[src/rtl/core/esv_pkg.sv]
// shared types, constants and register indexes for the signature block
// no dependencies
package esv_pkg;

    localparam int W = 16;

    localparam logic [1:0] REG_MODULUS   = 2'd0;
    localparam logic [1:0] REG_GENERATOR = 2'd1;
    localparam logic [1:0] REG_KEY       = 2'd2;

    localparam logic [W-1:0] RST_MODULUS   = 16'd23;
    localparam logic [W-1:0] RST_GENERATOR = 16'd5;
    localparam logic [W-1:0] RST_KEY       = 16'd1;

    typedef struct packed {
        logic [W-1:0] nonce;
        logic [W-1:0] message_hash;
    } in_word_t;

    typedef struct packed {
        logic [W-1:0] public_key;
        logic [W-1:0] sig_first;
        logic [W-1:0] sig_second;
        logic [W-1:0] check_left;
        logic [W-1:0] check_right;
        logic         verified;
        logic         nonce_invalid;
    } out_word_t;

    typedef struct packed {
        logic [W-1:0] a;
        logic [W-1:0] b;
        logic [W-1:0] m;
    } mm_req_t;

endpackage

[src/rtl/core/esv_modmul.sv]
// bit-serial modular multiplier, one bit of a per cycle, msb first
// depends on esv_pkg; requires a, b < m and m >= 1
module esv_modmul
    import esv_pkg::*;
(
    input  logic         clk,
    input  logic         rst_n,
    input  logic         start,
    input  mm_req_t      req,
    output logic         done,
    output logic [W-1:0] prod
);

    localparam int CW = $clog2(W + 1);

    logic [W-1:0]  a_reg, a_next;
    logic [W-1:0]  b_reg, b_next;
    logic [W-1:0]  m_reg, m_next;
    logic [W-1:0]  acc_reg, acc_next;
    logic [CW-1:0] cnt_reg, cnt_next;
    logic          busy_reg, busy_next;
    logic          done_reg, done_next;

    logic [W:0] dbl, dbl_r, add1, add_r;

    always_comb
    begin
        dbl   = {acc_reg, 1'b0};
        dbl_r = (dbl >= {1'b0, m_reg}) ? dbl - {1'b0, m_reg} : dbl;
        add1  = dbl_r + (a_reg[W-1] ? {1'b0, b_reg} : '0);
        add_r = (add1 >= {1'b0, m_reg}) ? add1 - {1'b0, m_reg} : add1;
    end

    always_comb
    begin
        a_next    = a_reg;
        b_next    = b_reg;
        m_next    = m_reg;
        acc_next  = acc_reg;
        cnt_next  = cnt_reg;
        busy_next = busy_reg;
        done_next = 1'b0;
        if (start)
        begin
            a_next    = req.a;
            b_next    = req.b;
            m_next    = req.m;
            acc_next  = '0;
            cnt_next  = CW'(W);
            busy_next = 1'b1;
        end
        else if (busy_reg)
        begin
            acc_next = add_r[W-1:0];
            a_next   = {a_reg[W-2:0], 1'b0};
            cnt_next = cnt_reg - 1'b1;
            if (cnt_reg == CW'(1))
            begin
                busy_next = 1'b0;
                done_next = 1'b1;
            end
        end
    end

    always_ff @(posedge clk or negedge rst_n)
    begin
        if (!rst_n)
        begin
            busy_reg <= 1'b0;
            done_reg <= 1'b0;
            cnt_reg  <= '0;
        end
        else
        begin
            busy_reg <= busy_next;
            done_reg <= done_next;
            cnt_reg  <= cnt_next;
        end
    end

    always_ff @(posedge clk)
    begin
        a_reg   <= a_next;
        b_reg   <= b_next;
        m_reg   <= m_next;
        acc_reg <= acc_next;
    end

    assign done = done_reg;
    assign prod = acc_reg;

`ifndef ASSERT_OFF
    a_done_busy: assert property (@(posedge clk) disable iff (!rst_n)
        done_reg |-> !busy_reg)
        else $error("done while busy");
    a_res_range: assert property (@(posedge clk) disable iff (!rst_n)
        done_reg |-> (acc_reg < m_reg))
        else $error("product not reduced");
    a_one_done: assert property (@(posedge clk) disable iff (!rst_n)
        done_reg |=> !done_reg)
        else $error("done held two cycles");
`endif

endmodule

[src/rtl/core/elgamal_sign_verify.sv]
// top level: elgamal signature generation and verification sequencer
// depends on esv_pkg and esv_modmul
//
// channel  direction  handshake           payload
// in       input      in_valid/in_ready   in_word_t (nonce, message_hash)
// out      output     out_valid/out_ready out_word_t
// cfg      input      cfg_valid/cfg_ready cfg_index, cfg_data
//
// one word at a time; 5 exponentiations of up to 32 modmuls each, plus up to about 24
// euclid steps; a word finishes sooner for short exponents or a modulus below 2.
// reset loads q=23, alpha=5, x=1; a finished word waits in the output register
// until taken and the next word is accepted only after that.
module elgamal_sign_verify
    import esv_pkg::*;
(
    input  logic         clk,
    input  logic         rst_n,
    input  logic         in_valid,
    output logic         in_ready,
    input  in_word_t     in_data,
    output logic         out_valid,
    input  logic         out_ready,
    output out_word_t    out_data,
    input  logic         cfg_valid,
    output logic         cfg_ready,
    input  logic [1:0]   cfg_index,
    input  logic [W-1:0] cfg_data
);

    localparam int CW = $clog2(W + 1);
    localparam int SW = 5;

    // sequencer states
    localparam logic [SW-1:0] S_IDLE   = 5'd0;
    localparam logic [SW-1:0] S_EXP    = 5'd1;  // start of an exponentiation
    localparam logic [SW-1:0] S_EMUL   = 5'd2;  // acc*base
    localparam logic [SW-1:0] S_ESQ    = 5'd3;  // base*base
    localparam logic [SW-1:0] S_EWAIT  = 5'd4;
    localparam logic [SW-1:0] S_EDONE  = 5'd5;
    localparam logic [SW-1:0] S_GDIV   = 5'd6;  // euclid division step
    localparam logic [SW-1:0] S_GUPD   = 5'd7;  // unused; the q*t1 product is started in S_GDIVW
    localparam logic [SW-1:0] S_GUPW   = 5'd8;
    localparam logic [SW-1:0] S_SXS    = 5'd9;  // x*s1 mod n
    localparam logic [SW-1:0] S_SXSW   = 5'd10;
    localparam logic [SW-1:0] S_SKD    = 5'd11; // unused; kinv*d mod n is started from S_SXSW
    localparam logic [SW-1:0] S_SKDW   = 5'd12;
    localparam logic [SW-1:0] S_V2     = 5'd13; // product of the two powers
    localparam logic [SW-1:0] S_V2W    = 5'd14;
    localparam logic [SW-1:0] S_OUT    = 5'd15;
    localparam logic [SW-1:0] S_REDW   = 5'd17;
    localparam logic [SW-1:0] S_GDIVW  = 5'd18;

    // exponent jobs
    localparam logic [2:0] J_Y  = 3'd0;
    localparam logic [2:0] J_S1 = 3'd1;
    localparam logic [2:0] J_V1 = 3'd2;
    localparam logic [2:0] J_P1 = 3'd3;
    localparam logic [2:0] J_P2 = 3'd4;

    // reduction jobs for the divider in plain mod use
    localparam logic [1:0] R_BASE = 2'd0;
    localparam logic [1:0] R_KN   = 2'd1;
    localparam logic [1:0] R_XN   = 2'd2;
    localparam logic [1:0] R_HN   = 2'd3;

    logic [W-1:0] q_reg, alpha_reg, x_reg;
    logic [SW-1:0] st_reg, st_next;
    logic [2:0]   job_reg, job_next;
    logic [1:0]   rj_reg, rj_next;
    logic         ret_gcd_reg, ret_gcd_next;

    logic [W-1:0] k_reg, k_next, h_reg, h_next;
    logic [W-1:0] y_reg, y_next, s1_reg, s1_next, s2_reg, s2_next;
    logic [W-1:0] v1_reg, v1_next, p1_reg, p1_next;
    logic         bad_reg, bad_next;

    // exponentiation
    logic [W-1:0] base_reg, base_next, pacc_reg, pacc_next, e_reg, e_next;
    // euclid
    logic [W-1:0] r0_reg, r0_next, r1_reg, r1_next;
    logic [W-1:0] t0_reg, t0_next, t1_reg, t1_next;  // kept mod n
    logic [W-1:0] kn_reg, kn_next, xn_reg, xn_next, hn_reg, hn_next;

    // restoring divider
    logic [W-1:0] dn_reg, dn_next, dd_reg, dd_next, dr_reg, dr_next;
    logic [CW-1:0] dc_reg, dc_next;
    logic         dbusy_reg, dbusy_next;
    logic         dstart;
    logic [W-1:0] dstart_n, dstart_d;
    logic [W:0]   dtrial;

    logic [W-1:0] nmod;
    logic         mm_start;
    mm_req_t      mm_req;
    logic         mm_done;
    logic [W-1:0] mm_prod;
    out_word_t    ow_reg, ow_next;
    logic         ov_reg, ov_next;
    logic [W-1:0] one_q;
    logic [W:0]   dsum;

    assign nmod  = q_reg - 1'b1;
    assign one_q = (q_reg <= W'(1)) ? '0 : W'(1);

    esv_modmul u_mul (
        .clk   (clk),
        .rst_n (rst_n),
        .start (mm_start),
        .req   (mm_req),
        .done  (mm_done),
        .prod  (mm_prod)
    );

    // restoring divider: quotient in dn_reg, remainder in dr_reg
    assign dtrial = {dr_reg, dn_reg[W-1]};
    always_comb
    begin
        dn_next    = dn_reg;
        dd_next    = dd_reg;
        dr_next    = dr_reg;
        dc_next    = dc_reg;
        dbusy_next = dbusy_reg;
        if (dstart)
        begin
            dn_next    = dstart_n;
            dd_next    = dstart_d;
            dr_next    = '0;
            dc_next    = CW'(W);
            dbusy_next = 1'b1;
        end
        else if (dbusy_reg)
        begin
            if (dtrial >= {1'b0, dd_reg})
            begin
                dr_next = W'(dtrial - {1'b0, dd_reg});
                dn_next = {dn_reg[W-2:0], 1'b1};
            end
            else
            begin
                dr_next = dtrial[W-1:0];
                dn_next = {dn_reg[W-2:0], 1'b0};
            end
            dc_next = dc_reg - 1'b1;
            if (dc_reg == CW'(1))
                dbusy_next = 1'b0;
        end
    end

    // exponent source per job
    function automatic logic [W-1:0] exp_of(input logic [2:0] j, input logic [W-1:0] x,
        input logic [W-1:0] k, input logic [W-1:0] h, input logic [W-1:0] s1,
        input logic [W-1:0] s2);
        logic [W-1:0] r;
        begin
            r = s2;
            if (j == J_Y)  r = x;
            if (j == J_S1) r = k;
            if (j == J_V1) r = h;
            if (j == J_P1) r = s1;
            return r;
        end
    endfunction

    function automatic logic [W-1:0] base_of(input logic [2:0] j, input logic [W-1:0] a,
        input logic [W-1:0] y, input logic [W-1:0] s1);
        logic [W-1:0] r;
        begin
            r = a;
            if (j == J_P1) r = y;
            if (j == J_P2) r = s1;
            return r;
        end
    endfunction

    always_comb
    begin
        st_next      = st_reg;
        job_next     = job_reg;
        rj_next      = rj_reg;
        ret_gcd_next = ret_gcd_reg;
        k_next = k_reg; h_next = h_reg;
        y_next = y_reg; s1_next = s1_reg; s2_next = s2_reg;
        v1_next = v1_reg; p1_next = p1_reg; bad_next = bad_reg;
        base_next = base_reg; pacc_next = pacc_reg; e_next = e_reg;
        r0_next = r0_reg; r1_next = r1_reg; t0_next = t0_reg; t1_next = t1_reg;
        kn_next = kn_reg; xn_next = xn_reg; hn_next = hn_reg;
        ow_next = ow_reg; ov_next = ov_reg;
        dstart = 1'b0; dstart_n = '0; dstart_d = W'(1);
        mm_start = 1'b0;
        mm_req = '{a: '0, b: '0, m: W'(1)};
        dsum = '0;
        if (ov_reg && out_ready)
            ov_next = 1'b0;

        unique case (st_reg)
            S_IDLE:
            begin
                if (in_valid && !ov_reg)
                begin
                    k_next   = in_data.nonce;
                    h_next   = in_data.message_hash;
                    s2_next  = '0;
                    job_next = J_Y;
                    st_next  = S_EXP;
                end
            end
            S_EXP:
            begin
                // reduce base mod q first
                e_next    = exp_of(job_reg, x_reg, k_reg, h_reg, s1_reg, s2_reg);
                pacc_next = one_q;
                if (q_reg <= W'(1))
                begin
                    base_next = '0;
                    st_next   = S_EDONE;
                end
                else
                begin
                    dstart   = 1'b1;
                    dstart_n = base_of(job_reg, alpha_reg, y_reg, s1_reg);
                    dstart_d = q_reg;
                    rj_next  = R_BASE;
                    st_next  = S_REDW;
                end
            end
            S_REDW:
            begin
                if (!dbusy_reg && !dstart)
                begin
                    unique case (rj_reg)
                        R_BASE:
                        begin
                            base_next = dr_reg;
                            st_next   = S_EMUL;
                        end
                        R_KN:
                        begin
                            kn_next  = dr_reg;
                            dstart   = 1'b1;
                            dstart_n = x_reg;
                            dstart_d = nmod;
                            rj_next  = R_XN;
                        end
                        R_XN:
                        begin
                            xn_next  = dr_reg;
                            dstart   = 1'b1;
                            dstart_n = h_reg;
                            dstart_d = nmod;
                            rj_next  = R_HN;
                        end
                        R_HN:
                        begin
                            hn_next = dr_reg;
                            r0_next = nmod;
                            r1_next = kn_reg;
                            t0_next = '0;
                            t1_next = W'(1);
                            if (nmod == W'(1))
                            begin
                                t0_next = '0;
                                st_next = S_SXS;
                            end
                            else
                                st_next = S_GDIV;
                        end
                        default: st_next = S_IDLE;
                    endcase
                end
            end
            S_EMUL:
            begin
                if (e_reg == '0)
                    st_next = S_EDONE;
                else if (e_reg[0])
                begin
                    mm_start = 1'b1;
                    mm_req   = '{a: pacc_reg, b: base_reg, m: q_reg};
                    ret_gcd_next = 1'b0;
                    st_next  = S_EWAIT;
                end
                else
                    st_next = S_ESQ;
            end
            S_EWAIT:
            begin
                if (mm_done)
                begin
                    if (!ret_gcd_reg)
                    begin
                        pacc_next = mm_prod;
                        st_next   = S_ESQ;
                    end
                    else
                    begin
                        base_next = mm_prod;
                        e_next    = {1'b0, e_reg[W-1:1]};
                        st_next   = S_EMUL;
                    end
                end
            end
            S_ESQ:
            begin
                mm_start = 1'b1;
                mm_req   = '{a: base_reg, b: base_reg, m: q_reg};
                ret_gcd_next = 1'b1;
                st_next  = S_EWAIT;
            end
            S_EDONE:
            begin
                unique case (job_reg)
                    J_Y:
                    begin
                        y_next   = pacc_reg;
                        job_next = J_S1;
                        st_next  = S_EXP;
                    end
                    J_S1:
                    begin
                        s1_next = pacc_reg;
                        if (q_reg < W'(2))
                        begin
                            bad_next = 1'b1;
                            job_next = J_V1;
                            st_next  = S_EXP;
                        end
                        else
                        begin
                            bad_next = 1'b0;
                            dstart   = 1'b1;
                            dstart_n = k_reg;
                            dstart_d = nmod;
                            rj_next  = R_KN;
                            st_next  = S_REDW;
                        end
                    end
                    J_V1:
                    begin
                        v1_next  = pacc_reg;
                        job_next = J_P1;
                        st_next  = S_EXP;
                    end
                    J_P1:
                    begin
                        p1_next  = pacc_reg;
                        job_next = J_P2;
                        st_next  = S_EXP;
                    end
                    default:
                    begin
                        if (q_reg <= W'(1))
                        begin
                            ow_next = '{public_key: y_reg, sig_first: s1_reg,
                                sig_second: s2_reg, check_left: v1_reg,
                                check_right: '0, verified: (v1_reg == '0),
                                nonce_invalid: bad_reg};
                            st_next = S_OUT;
                        end
                        else
                            st_next = S_V2;
                    end
                endcase
            end
            S_GDIV:
            begin
                if (r1_reg == '0)
                begin
                    if (r0_reg != W'(1))
                    begin
                        bad_next = 1'b1;
                        job_next = J_V1;
                        st_next  = S_EXP;
                    end
                    else
                        st_next = S_SXS;
                end
                else
                begin
                    dstart   = 1'b1;
                    dstart_n = r0_reg;
                    dstart_d = r1_reg;
                    st_next  = S_GDIVW;
                end
            end
            S_GDIVW:
            begin
                if (!dbusy_reg && !dstart)
                begin
                    r0_next = r1_reg;
                    r1_next = dr_reg;
                    // quotient at most n since r1 >= 1 and r0 <= n; t1 < n
                    mm_start = 1'b1;
                    mm_req   = '{a: dn_reg < nmod ? dn_reg : dn_reg - nmod,
                                 b: t1_reg, m: nmod};
                    st_next  = S_GUPW;
                end
            end
            S_GUPW:
            begin
                if (mm_done)
                begin
                    dsum    = {1'b0, t0_reg} + {1'b0, nmod} - {1'b0, mm_prod};
                    t0_next = t1_reg;
                    t1_next = (dsum >= {1'b0, nmod}) ? W'(dsum - {1'b0, nmod})
                                                      : dsum[W-1:0];
                    st_next = S_GDIV;
                end
            end
            S_SXS:
            begin
                // t0 holds k^-1 mod n; s1 < q so s1 mod n is s1 or zero
                mm_start = 1'b1;
                mm_req   = '{a: xn_reg, b: (s1_reg >= nmod) ? s1_reg - nmod : s1_reg,
                             m: nmod};
                st_next  = S_SXSW;
            end
            S_SXSW:
            begin
                if (mm_done)
                begin
                    dsum     = {1'b0, hn_reg} + {1'b0, nmod} - {1'b0, mm_prod};
                    mm_start = 1'b1;
                    mm_req   = '{a: t0_reg,
                                 b: (dsum >= {1'b0, nmod}) ? W'(dsum - {1'b0, nmod})
                                                            : dsum[W-1:0],
                                 m: nmod};
                    st_next  = S_SKDW;
                end
            end
            S_SKD:
            begin
                st_next = S_SKDW;
            end
            S_SKDW:
            begin
                if (mm_done)
                begin
                    s2_next  = mm_prod;
                    job_next = J_V1;
                    st_next  = S_EXP;
                end
            end
            S_V2:
            begin
                mm_start = 1'b1;
                mm_req   = '{a: p1_reg, b: pacc_reg, m: q_reg};
                st_next  = S_V2W;
            end
            S_V2W:
            begin
                if (mm_done)
                begin
                    ow_next = '{public_key: y_reg, sig_first: s1_reg,
                        sig_second: s2_reg, check_left: v1_reg,
                        check_right: mm_prod, verified: (v1_reg == mm_prod),
                        nonce_invalid: bad_reg};
                    st_next = S_OUT;
                end
            end
            S_OUT:
            begin
                ov_next = 1'b1;
                st_next = S_IDLE;
            end
            S_GUPD:
            begin
                st_next = S_GDIV;
            end
            default: st_next = S_IDLE;
        endcase
    end

    assign in_ready  = (st_reg == S_IDLE) && !ov_reg;
    assign out_valid = ov_reg;
    assign out_data  = ow_reg;
    assign cfg_ready = (st_reg == S_IDLE);

    always_ff @(posedge clk or negedge rst_n)
    begin
        if (!rst_n)
        begin
            st_reg      <= S_IDLE;
            ov_reg      <= 1'b0;
            dbusy_reg   <= 1'b0;
            dc_reg      <= '0;
            job_reg     <= J_Y;
            rj_reg      <= R_BASE;
            ret_gcd_reg <= 1'b0;
            q_reg       <= RST_MODULUS;
            alpha_reg   <= RST_GENERATOR;
            x_reg       <= RST_KEY;
        end
        else
        begin
            st_reg      <= st_next;
            ov_reg      <= ov_next;
            dbusy_reg   <= dbusy_next;
            dc_reg      <= dc_next;
            job_reg     <= job_next;
            rj_reg      <= rj_next;
            ret_gcd_reg <= ret_gcd_next;
            if (cfg_valid && cfg_ready)
            begin
                priority case (cfg_index)
                    REG_MODULUS:   q_reg     <= cfg_data;
                    REG_GENERATOR: alpha_reg <= cfg_data;
                    REG_KEY:       x_reg     <= cfg_data;
                    default:       ;
                endcase
            end
        end
    end

    always_ff @(posedge clk)
    begin
        k_reg <= k_next; h_reg <= h_next;
        y_reg <= y_next; s1_reg <= s1_next; s2_reg <= s2_next;
        v1_reg <= v1_next; p1_reg <= p1_next; bad_reg <= bad_next;
        base_reg <= base_next; pacc_reg <= pacc_next; e_reg <= e_next;
        r0_reg <= r0_next; r1_reg <= r1_next; t0_reg <= t0_next; t1_reg <= t1_next;
        kn_reg <= kn_next; xn_reg <= xn_next; hn_reg <= hn_next;
        dn_reg <= dn_next; dd_reg <= dd_next; dr_reg <= dr_next;
        ow_reg <= ow_next;
    end

`ifndef ASSERT_OFF
    a_busy_in: assert property (@(posedge clk) disable iff (!rst_n)
        (st_reg != S_IDLE) |-> !in_ready)
        else $error("input taken while busy");
    a_out_idle: assert property (@(posedge clk) disable iff (!rst_n)
        ov_reg |-> (st_reg == S_IDLE))
        else $error("result pending while working");
    a_verify: assert property (@(posedge clk) disable iff (!rst_n)
        ov_reg |-> (ow_reg.verified == (ow_reg.check_left == ow_reg.check_right)))
        else $error("verified flag wrong");
    a_s2_zero: assert property (@(posedge clk) disable iff (!rst_n)
        (ov_reg && ow_reg.nonce_invalid) |-> (ow_reg.sig_second == '0))
        else $error("s2 nonzero for bad nonce");
`endif

endmodule

[config.mk]
export PLATFORM = sky130hd
export DESIGN_NAME = elgamal_sign_verify
export DESIGN_NICKNAME = d
export VERILOG_FILES = /design/src/rtl/core/esv_pkg.sv /design/src/rtl/core/esv_modmul.sv /design/src/rtl/core/elgamal_sign_verify.sv
export SDC_FILE = /design/constraint.sdc
export NUM_CORES = 1
export LEC_CHECK = 0
export CORE_MARGIN = 3
export CORE_UTILIZATION = 25
export DETAILED_ROUTE_END_ITERATION = 8
export DONT_BUFFER_PORTS = 1
export MAX_ROUTING_LAYER = met4
export PLACE_DENSITY = 0.36
export SYNTH_ARGS = -nofsm -noshare
export SYNTH_HDL_FRONTEND = slang
export SYNTH_SLANG_ARGS = --single-unit
[constraint.sdc]
create_clock -name clk -period 19.15 [get_ports clk]
set_clock_uncertainty 0.2 [all_clocks]
set_input_delay 1.915 -clock clk [delete_from_list [all_inputs] [get_ports clk]]
set_output_delay 1.915 -clock clk [all_outputs]
set_load 0.03 [all_outputs]
---- Yosys cells after proc, flatten, opt, wreduce, memory -nomap -nowiden ----
Index checks and enable logic that the tools add are counted.
operators by class
  $add $sub $neg .......................... 15
  order comparisons ....................... 9
  equality and inequality tests ........... 57
  mux-type cells .......................... 142
  bitwise logic cells ..................... 1
  reductions and logical operators ........ 52
operators by type and width
  cell                  count
  $mux W16              51
  $pmux W48 S6          1
  $pmux W16 S2          8
  $mux W82              3
  $mux W48              4
  $pmux W82 S2          1
  $pmux W16 S4          2
  $sub A16 B16 Y16      6
  $ge A17 B16 Y1        5
  $pmux W5 S17          1
  $mux W5               15
  $sub A17 B16 Y17      3
  $logic_not A16 Y1     3
  $pmux W16 S3          1
  $eq A5 B4 Y1 const B  8
  $add A16 B16 Y17      2
  $mux W1               30
  $ne A2 B2 Y1 const B  15
  $pmux W3 S4           2
  $mux W3               7
  $reduce_and A3 Y1     7
  $eq A5 B3 Y1 const B  4
  $pmux W5 S2           2
  $reduce_bool A2 Y1    10
  other kinds (46)      85
storage, ports and cells
  bits in registers ....................... 540
  output and inout port bits .............. 85
  logic and storage cells ................. 321

---- Logic depth before layout (Yosys ltp) ----
  depth in word-level cells ............... 8
  mapped depth ............................ 31
  gate-level depth less buffers ........... 29

---- By module ----
Synthesis repeated with hierarchy kept, for this count alone.
second synthesis, totals
  cell total of the unflattened synthesis .. 3098
  area, all modules ....................... 32718.9 µm²
by module, submodules not included
  module               times used  cells each  area an instance (µm²)
  elgamal_sign_verify  1           2543        27257.4
  esv_modmul           1           555         5461.5

---- Least setup slack after synthesis ----
Ideal clock, no wire load.
  path kind ............................... reg-to-reg
  start ................................... register q_reg[0]
  end ..................................... register u_mul.b_reg[10] (data pin)
  library setup time ...................... 0.261 ns
  arrival ................................. 5.547 ns
  path slack .............................. 13.142 ns
  cell stages (with the launch flop) ...... 24
  cell sequence ........................... dfstp_2 clkbuf_1 inv_1 ha_1 clkbuf_1 xnor2_1 fa_1 inv_1 ha_1 a211oi_1 nor2_1 o21a_1 nor2_1 xnor2_1 ha_1 a21o_1 a21oi_1 nor2_1 a211oi_1 o31a_1 a21o_1 a41oi_1 clkbuf_1 a221o_1
RTL lines
  item                      line                        RTL
  start: declaration        elgamal_sign_verify.sv:66   logic [W-1:0] q_reg, alpha_reg, x_reg;
  start signal: assignment  elgamal_sign_verify.sv:505  REG_MODULUS: q_reg <= cfg_data;
  end signal: assignment    esv_modmul.sv:84            b_reg <= b_next;
  end: declaration          esv_modmul.sv:17            logic [W-1:0] b_reg, b_next;

---- Worst setup path after layout ----
  start ................................... register u_mul.acc_reg[1] (netlist: u_mul.prod[1])
  end ..................................... register u_mul.acc_reg[7] (netlist: u_mul.prod[7])
on the way
  word-level cells in the longest chain between the ends .. 5
ends and longest elaborated chain
  item                                                line              RTL
  start: declaration                                  esv_modmul.sv:19  logic [W-1:0] acc_reg, acc_next;
  start signal: assignment                            esv_modmul.sv:86  acc_reg <= acc_next;
  $sub A17 B16 Y17 or $ge A17 B16 Y1 (tied branches)  esv_modmul.sv:29  dbl_r = (dbl >= {1'b0, m_reg}) ? dbl - {1'b0, m_reg} : dbl;
  $mux W17 (*)                                        esv_modmul.sv:29
  $add A17 B16 Y17 (*)                                esv_modmul.sv:30  add1 = dbl_r + (a_reg[W-1] ? {1'b0, b_reg} : '0);
  $sub A16 B16 Y16 or $ge A17 B16 Y1 (tied branches)  esv_modmul.sv:31  add_r = (add1 >= {1'b0, m_reg}) ? add1 - {1'b0, m_reg} : add1;
  $mux W16 (*)                                        esv_modmul.sv:31
Every way passes the cells marked *; elsewhere a longest branch is shown, timed or not.
A chain may end at the register's enable or synchronous reset.

==> results.py <==
metrics = {
    "clocking": {
        "cts_resized": 0,
        "postCtsSetupRepairBufs": 0,
        "cts_buffer_depth": 3,
        "cts_tree": "yes",
        "numCtsBuffers": 68,
        "cts_num_sinks": 540,
        "clk_pin_slew_ns": 0.06,
        "ctsHoldBuffers": 0,
        "htree_levels": 3,
        "clk_latency_ns": 0.68,
        "root_buffer": "clkbuf_16",
    },
    "detailed_routing": {
        "drt_first_pass_iters": 8,
        "routed_wl_um": 141000,
        "ant_nets": 0,
        "drtIter0Drc": 2735,
        "drc": 0,
        "vias_per_cell": 5.347,
        "wl_per_cell_um": 29.83,
        "vias": 25280,
    },
    "yosys": {
        "synth_top_cell_by_area": "edfxtp_1",
        "synth_async_sr_flop_share_pct": 13.52,
        "ys_types": 84,
        "yosys.area.top_type_share_pct": 40.80,
        "synth_enable_flop_cells": 435,
        "seq_area_frac_synth_pct": 48.53,
        "synth_flop_cell": "edfxtp_1",
        "yosysMostFrequentCell": "edfxtp_1",
        "synth_area_leaders": "edfxtp_1 41%, ha_1 6.7%, dfrtp_1 5.2%",
        "syn_area_um2": 32020,
        "yosysWarnings": 0,
        "synth_common_cells": "435 x edfxtp_1, 238 x nand2_1, 230 x o21ai_0",
        "syn_avg_cell_area_um2": 10.60,
        "synth_seq_cells": 540,
        "syn_nets": 3288,
        "synth_cells": 3021,
    },
    "die": {
        "start_util_pct": 25.33,
        "io_pins": 140,
        "rows": 130,
        "die_w_um": 363.9,
        "core-area_um2": 126400,
        "dieArea_um2": 132400,
        "fp.dieH_um": 363.9,
    },
    "timing": {
        "max-slew-margin-rel_pct": 4.833,
        "drv_slew": 0,
        "maxClockFrequency_mhz": 127.4,
        "hold_viol": 0,
        "finalCritPeriodShare_pct": 41.00,
        "finalSetupViolations": 0,
        "tightest_slew_ns": 1.422,
        "rsz0062_at_grt": "no",
        "finalSetupTns_ns": 0,
        "period_minus_slack_ns": 7.851,
    },
    "global_route": {
        "grt_max_degree": 74,
        "overflow": 0,
        "grt_pass1_wl_um": 195600,
        "antenna_found_initial": 13,
        "grt_use_total_pct": 21.54,
        "grt_pass1_vias": 24550,
    },
    "run_status": {
        "status": "finished, final reports clean",
    },
    "worst_hold_path": {
        "hp-class": "flop to flop",
    },
    "layout": {
        "synthToLayoutAreaGrowth_pct": 13.66,
        "nFillCells": 12970,
        "drive_gt1_share_pct": 9.200,
        "largest_reg_flops": 82,
        "nNetsFinal": 3290,
    },
    "critical_path": {
        "crit_type": "flop to flop",
        "critPathLaunchType": "flop",
        "cp.required_ns": 19.52,
        "crit_arrival_ns": 8.22,
        "critPathCaptureType": "flop",
        "path_max_fanout": 27,
        "r2r_slack_ns": 11.30,
    },
    "placed_design": {
        "dp_hpwl_um": 106600,
        "port_buffers": 0,
        "place_congestion": 0.9057,
    },
    "flow_run": {
        "cap_violations": 0,
    },
}
==> placed cells by master, fill, tap and decap left out, drive strengths merged, types with 50 or more instances in the layout <==
| cell | n |
|---|---|
| nand3 | 76 |
| nor2 | 194 |
| mux2i | 51 |
| and2 | 50 |
| a21oi | 169 |
| edfxtp | 435 |
| o21ai | 234 |
| dfrtp | 66 |
| inv | 175 |
| ha | 172 |
| and3 | 52 |
| mux2 | 65 |
| buf | 69 |
| a21o | 66 |
| xnor2 | 116 |
| clkbuf | 84 |
| nand2 | 238 |
==> cell families after synthesis <==
group | count (synthesis) | synth area share [%]
AND/OR/NAND/NOR | 835 | 12.70
adder cells (fa/ha/maj) | 212 | 9.223
XOR/XNOR | 155 | 4.264
multiplexers | 116 | 3.881
buffers and inverters | 313 | 3.760
AO/OA/AOI/OAI | 850 | 17.64
flip-flops | 540 | 48.53
==> path summary, 6_finish.rpt <==
kind / end / start / depth (start not counted)
min in group asynchronous: q_reg[11] / rst_n / 0
max in group asynchronous: alpha_reg[0] / rst_n / 0
worst max-delay path: u_mul.prod[7] / u_mul.prod[1] / 25
worst min register to register: out_data[69] / y_reg[3] / 0
worst min-delay path: out_data[69] / y_reg[3] / 0
worst max register to register: u_mul.prod[7] / u_mul.prod[1] / 25
==> critical path, stage by stage (launching register included) <==
cell and delay [ns]:
dfxtp_1 0.70, ha_1 0.34, o21a_1 0.16, o31a_1 0.20, o211ai_1 0.16, nand4b_1 0.12, o21a_1 0.75, inv_1 0.26
nor2_1 0.18, ha_1 0.21, inv_1 0.08, fa_1 0.47, nor2b_1 0.19, o211ai_1 0.15, a21oi_1 0.25, a31oi_1 0.13
xnor2_1 0.42, ha_1 0.38, a21oi_1 0.21, o21ai_0 0.13, a21oi_1 0.21, nand3_1 0.12, and3_1 0.22, nor2_1 1.06
nand3_1 0.17, a311oi_1 0.29
==> cell type report <==
class	count	area, um^2	area share, %
clock inverters	39	488.0	1.341
well taps	1650	2064	5.673
repair buffers	69	518.0	1.423
flip-flops and latches	540	15540	42.70
clock buffers	84	1772	4.869
inverters	176	660.6	1.815
diodes	2	5.005	0.01375
multi-input cells	2168	15340	42.16
==> per-layer routing <==
layer / vias to the layer above / GRT usage [%] / part of all wire [%]
met1: 12890 / 28.35 / 45
met3: 159 / 2.959 / 5.4
met2: 902 / 34.29 / 47
met5: - / - / 0
met4: 0 / 6.839 / 3.1
li1: 11330 / - / -
==> per-stage QoR <==
step / area (um^2) / hold WS (ns) / utilization (%) / setup WS, ns / instances
CTS: 36380 / 0.2834 / 28.79 / 11.37 / 4726
floorplan: 32020 / 0.2003 / - / 13.14 / 3021
global route: 36380 / 0.2935 / 28.79 / 10.70 / 4726
detailed placement: 34130 / 0.2736 / 27.00 / 11.40 / 4603
finish: 36390 / 0.2862 / 28.79 / 11.30 / 4728
global placement: 34130 / 0.2775 / 27.00 / 11.56 / 4603
Power is not shown: default switching activity piles up to over one toggle a cycle in this logic, so the estimate is an artifact.
